--- src/rtl/htq_pkg.sv ---
// Shared types and codes for the heap timer queue.
package htq_pkg;

  localparam logic [1:0] ACT_REGISTER   = 2'd0;
  localparam logic [1:0] ACT_ARM        = 2'd1;
  localparam logic [1:0] ACT_UNREGISTER = 2'd2;
  localparam logic [1:0] ACT_POLL       = 2'd3;

  localparam logic [1:0] KIND_REPLY   = 2'd0;
  localparam logic [1:0] KIND_EXPIRED = 2'd1;
  localparam logic [1:0] KIND_SUMMARY = 2'd2;

  localparam logic [1:0] STAT_OK    = 2'd0;
  localparam logic [1:0] STAT_FULL  = 2'd1;
  localparam logic [1:0] STAT_STALE = 2'd2;

  typedef struct packed {
    logic [1:0]  action;
    logic [5:0]  slot;
    logic [31:0] generation;
    logic [63:0] deadline;
    logic [63:0] now_time;
    logic [5:0]  max_expiries;
  } cmd_t;

  typedef struct packed {
    logic [1:0]  kind;
    logic [1:0]  status;
    logic [5:0]  token_slot;
    logic [31:0] token_generation;
    logic [63:0] earliest_deadline;
    logic [5:0]  expired_count;
    logic        more_due;
    logic        last;
  } res_t;

  typedef enum logic [4:0] {
    S_CLEAR, S_IDLE, S_DECODE, S_EXEC,
    S_TAKE, S_TAKE1, S_TAKE2,
    S_UP0, S_UP1, S_UP2,
    S_DN0, S_DN1, S_DN2, S_DN3, S_DN4,
    S_PLACE,
    S_TOP0, S_TOP1, S_TOP2, S_TOPCHK,
    S_EX0, S_EX1, S_EX2, S_SUM, S_REPLY
  } state_t;

  typedef struct packed {
    state_t op;
    logic   accept;
  } ctl_t;

  typedef struct packed {
    logic clr_last;
    logic is_poll;
    logic exec_take;
    logic exec_sift;
    logic take_last;
    logic pos_root;
    logic up_earlier;
    logic l_out;
    logic r_in;
    logic dn_earlier;
    logic heap_empty;
    logic expire_go;
    logic ex_done;
    logic out_free;
  } flags_t;

endpackage

--- src/rtl/htq_ctrl.sv ---
// Sequencer for the heap timer queue: one state per micro-step.
module htq_ctrl (
  input  logic            clk,
  input  logic            rst,
  input  logic            cmd_valid,
  output logic            cmd_stall,
  input  logic            cfg_we,
  input  htq_pkg::flags_t flags,
  output htq_pkg::ctl_t   ctl
);

  htq_pkg::state_t state, state_next;

  always_ff @(posedge clk) begin
    if (rst) begin
      state <= htq_pkg::S_CLEAR;
    end else begin
      state <= state_next;
    end
  end

  always_comb begin
    cmd_stall  = (state != htq_pkg::S_IDLE);
    ctl.op     = state;
    ctl.accept = cmd_valid && (state == htq_pkg::S_IDLE);
    state_next = state;
    unique case (state)
      htq_pkg::S_CLEAR:  if (flags.clr_last) state_next = htq_pkg::S_IDLE;
      htq_pkg::S_IDLE:   if (cmd_valid) state_next = htq_pkg::S_DECODE;
      htq_pkg::S_DECODE: state_next = flags.is_poll ? htq_pkg::S_TOP0 : htq_pkg::S_EXEC;
      htq_pkg::S_EXEC: begin
        priority if (flags.exec_take) state_next = htq_pkg::S_TAKE;
        else if (flags.exec_sift) state_next = htq_pkg::S_UP0;
        else state_next = htq_pkg::S_TOP0;
      end
      htq_pkg::S_TAKE:  state_next = flags.take_last ? htq_pkg::S_TOP0 : htq_pkg::S_TAKE1;
      htq_pkg::S_TAKE1: state_next = htq_pkg::S_TAKE2;
      htq_pkg::S_TAKE2: state_next = htq_pkg::S_UP0;
      htq_pkg::S_UP0:   state_next = flags.pos_root ? htq_pkg::S_DN0 : htq_pkg::S_UP1;
      htq_pkg::S_UP1:   state_next = htq_pkg::S_UP2;
      htq_pkg::S_UP2:   state_next = flags.up_earlier ? htq_pkg::S_UP0 : htq_pkg::S_DN0;
      htq_pkg::S_DN0:   state_next = flags.l_out ? htq_pkg::S_PLACE : htq_pkg::S_DN1;
      htq_pkg::S_DN1:   state_next = htq_pkg::S_DN2;
      htq_pkg::S_DN2:   state_next = flags.r_in ? htq_pkg::S_DN3 : htq_pkg::S_DN4;
      htq_pkg::S_DN3:   state_next = htq_pkg::S_DN4;
      htq_pkg::S_DN4:   state_next = flags.dn_earlier ? htq_pkg::S_DN0 : htq_pkg::S_PLACE;
      htq_pkg::S_PLACE: state_next = htq_pkg::S_TOP0;
      htq_pkg::S_TOP0:  state_next = flags.heap_empty ? htq_pkg::S_TOPCHK : htq_pkg::S_TOP1;
      htq_pkg::S_TOP1:  state_next = htq_pkg::S_TOP2;
      htq_pkg::S_TOP2:  state_next = htq_pkg::S_TOPCHK;
      htq_pkg::S_TOPCHK: begin
        priority if (flags.expire_go) state_next = htq_pkg::S_TAKE;
        else if (flags.is_poll) state_next = htq_pkg::S_EX0;
        else state_next = htq_pkg::S_REPLY;
      end
      htq_pkg::S_EX0:   state_next = flags.ex_done ? htq_pkg::S_SUM : htq_pkg::S_EX1;
      htq_pkg::S_EX1:   state_next = htq_pkg::S_EX2;
      htq_pkg::S_EX2:   if (flags.out_free) state_next = htq_pkg::S_EX0;
      htq_pkg::S_SUM:   if (flags.out_free) state_next = htq_pkg::S_IDLE;
      htq_pkg::S_REPLY: if (flags.out_free) state_next = htq_pkg::S_IDLE;
      default:          state_next = htq_pkg::S_CLEAR;
    endcase
    // A configuration write sends the sequencer back to the clearing pass.
    if (cfg_we) begin
      state_next = htq_pkg::S_CLEAR;
    end
  end

endmodule

--- config.mk ---
export PLATFORM = sky130hd
export DESIGN_NAME = htq_ctrl
export DESIGN_NICKNAME = d
export VERILOG_FILES = /design/src/rtl/htq_pkg.sv /design/src/rtl/htq_ctrl.sv
export SDC_FILE = /design/constraint.sdc
export NUM_CORES = 1
export LEC_CHECK = 0
export BUFFER_PORTS_ARGS = -buffer_cell sky130_fd_sc_hd__buf_2
export CORE_MARGIN = 2
export CORE_UTILIZATION = 45
export CTS_BUF_LIST = sky130_fd_sc_hd__clkbuf_8
export DETAILED_ROUTE_END_ITERATION = 8
export PLACE_DENSITY = 0.78
export SETUP_SLACK_MARGIN = 0.1
export SYNTH_ARGS = -nofsm -noshare
export SYNTH_HDL_FRONTEND = slang
export SYNTH_SLANG_ARGS = --single-unit
--- constraint.sdc ---
create_clock -name clk -period 1.45 [get_ports clk]
set_clock_uncertainty 0.05 [all_clocks]
set_input_delay 0.29 -clock clk [delete_from_list [all_inputs] [get_ports clk]]
set_output_delay 0.29 -clock clk [all_outputs]
set_load 0.02 [all_outputs]
==> flow_summary.yaml <==
floorplanning:
  die_w_um: 42.9
  top_level_ports: 25
  die_height_um: 42.9
  initial_core_util_pct: 46.9
  coreArea_mm2: 0.00145
  dieArea_mm2: 0.00184
  row_count: 14
timing:
  finalSetupViolations: 7
  fmax_ghz: 0.602
  setup_ws_ns: -0.211
  finalHoldViolations: 0
  hold-worst-slack_ns: 0.375
  relSlewSlack_pct: 65.2
  period_needed_ns: 1.66
  fin_crit_sh_pct: 115
  rsz0062_at_grt: "true"
  worst_slew_pin_slew_ns: 0.516
  drv_slew: 0
critical_path:
  timing.critical_path.fanout_max: 6
  critPathArrivalTime_ns: 1.77
  regToRegStartpoint: "state[2]"
  critPathKind: "reg -> reg"
  r2r_cells: 6
  start_kind: "flop"
  worstSetupEndpointType: "flop"
  reg2reg_to: "state[0]"
  endpoint: "state[0]"
  crit_start: "state[2]"
  cp.required_ns: 1.56
  rrSetupSlack_ns: -0.21
clock_network:
  htreeDepth: 1
  cts-root-buf: "clkbuf_8"
  clk_path_buf_depth: 2
  cts_buffers: 3
  cts.sinks: 5
  cts.clk_slew.worst_paths_ns: 0.04
  clk_latency_ns: 0.23
  cts_tree: "done"
  hold_buffers: 0
global_routing:
  grt_max_degree: 14
  antenna_found_initial: 0
  grt_pass1_wl_um: 4120
  grt-ovfl-total: 0
  grt_pass1_vias: 877
  grt_util_all_layers_pct: 29.8
layout:
  layout_commonest_cell: "buf_2"
  antennaDiodeCount: 0
  top_register: "state"
  biggestRegsByFlops: "state: 5 flops"
  drive_above_1_share_pct: 60.4
  layout_common_cells: "buf_2 (22), buf_4 (21), buf_6 (9)"
  largest_register_ffs: 5
  area_growth_pct: 73.8
  final_cells: 155
  postLayoutCellArea_mm2: 0.00118
  fin_nets: 158
power_and_ir_drop:
  finalPower_uw: 542
  power_density_mw_per_mm2: 458
  ir_worst_vdd_mv: 0.559
  cellLeakagePower_nw: 0.503
route:
  drt-initial-drc-count: 45
  drc_errors: 0
  routed_wl_um: 3050
  ant_nets: 0
  first_pass_iters: 4
  vias_per_cell: 6.32
  vias: 980
  routedWlPerCell_um: 19.7
logic_synthesis:
  synth_top_area_share_pct: 14.7
  syn-cell-area_um2: 682
  yosysSeqAreaShare_pct: 14.7
  synth_cell_types: 42
  synth_cells: 89
  syn_nets: 107
  muxShareOfSynthArea_pct: 1.47
  synth_compound_area_share_pct: 36.5
  synth_top_family_by_area: "compound AO/OA/AOI/OAI gates"
  synth_seq_cells: 5
  async_flop_share_pct: 0
  yosys.area_share.simple_pct: 36.1
  synth_fa_ha_area_share_pct: 0
  synth-xor-area-share_pct: 0
  yosys.area.top_type: "dfxtp_1"
  ys_top_cells_by_area: "dfxtp_1 (15%), clkbuf_8 (6.1%), nor2_1 (5.5%)"
  synth_flop_cell: "dfxtp_1"
  syn_area_per_cell_um2: 7.66
  yosys_warnings: 0
  synth_enable_flop_cells: 0
place:
  hpwl_um: 1700
  dpl.cell_count: 147
  portBuffers: 24
  dpl-instance-area_um2: 963
  gp_congestion: 0.852
outcome:
  violations: "setup timing"
  outcome: "finished, violations left"
flow_run:
  drv_cap: 0
hold_path:
  hp-class: "in -> reg"
## synthesized netlist by cell type, types with 3 or more instances
| master | count |
|---|---|
| nor2_1 | 10 |
| dfxtp_1 | 5 |
| nand2_1 | 5 |
| nor2b_1 | 5 |
| o21ai_0 | 5 |
| a21oi_1 | 4 |
| nand3_1 | 4 |
| a21boi_0 | 3 |
| a22o_1 | 3 |
| a31oi_1 | 3 |
| clkbuf_8 | 3 |
| inv_1 | 3 |
| nand2b_1 | 3 |
| nor4_1 | 3 |
| o22ai_1 | 3 |
## worst min path at each step
stage | start | to | slack, ns | cells after the start
2_1_floorplan | rst | state[4] | 0.43 | 3
3_3_place_gp | state[1] | state[3] | 0.49 | 2
3_5_place_dp | state[1] | state[3] | 0.50 | 2
4_1_cts | rst | state[2] | 0.36 | 4
5_1_grt | rst | state[3] | 0.39 | 3
6_report | rst | state[4] | 0.37 | 4
## cell type report
| class | count | area (um^2) |
|---|---|---|
| Multi-Input combinational cell | 75 | 623 |
| Fill cell | 99 | 269 |
| Clock inverter | 1 | 3.75 |
| Sequential cell | 5 | 116 |
| Clock buffer | 3 | 41.3 |
| Timing Repair Buffer | 52 | 369 |
| Inverter | 3 | 11.3 |
| Tap cell | 16 | 20.0 |
## critical path: stages (launching register included)
cell	delay (ns)
dfxtp_2	0.33
buf_6	0.14
or4b_4	0.50
a21oi_4	0.24
a31oi_4	0.08
nand2b_4	0.16
a21boi_2	0.10
## where the power goes
part | internal, mW | switching, mW
Clock | 0.183 | 0.0798
Sequential | 0.134 | 0.00830
Combinational | 0.0709 | 0.0664
## cell families (layout without fill, tap and decap cells)
logic type      count (synthesis)  in the layout
compound gates                 33             33
simple gates                   41             41
mux                             1              1
buf+inv                         9             59
flops                           5              5
## timing repair
action | 4_1_cts | 5_1_grt
buffers inserted | 2 | 1
pin swaps | 2 | 2
hold endpoints to repair | 0 | 0
endpoints found under the setup margin | 8 | 8
resized for setup | 23 | 13
gates cloned | 1 | 0
## metrics by stage
step,util (%),worst slack [ns],TNS [ns]
after floorplan,-,-0.0520,-0.194
after global placement,66.3,-0.237,-0.820
after detailed placement,66.3,-0.237,-0.877
after CTS,76.8,-0.168,-0.889
after global routing,81.5,-0.252,-1.45
final,81.5,-0.211,-1.18
## layer usage
metal  vias up  part of all wire, %  global-route usage, %
met5         -                    0                      0
met2        65                   51                   50.6
met3         8                  7.6                   5.96
met4         0                  2.5                   8.13
met1       464                   39                   37.8
li1        443                    -                      -
Power figures use the tool's default switching activity.
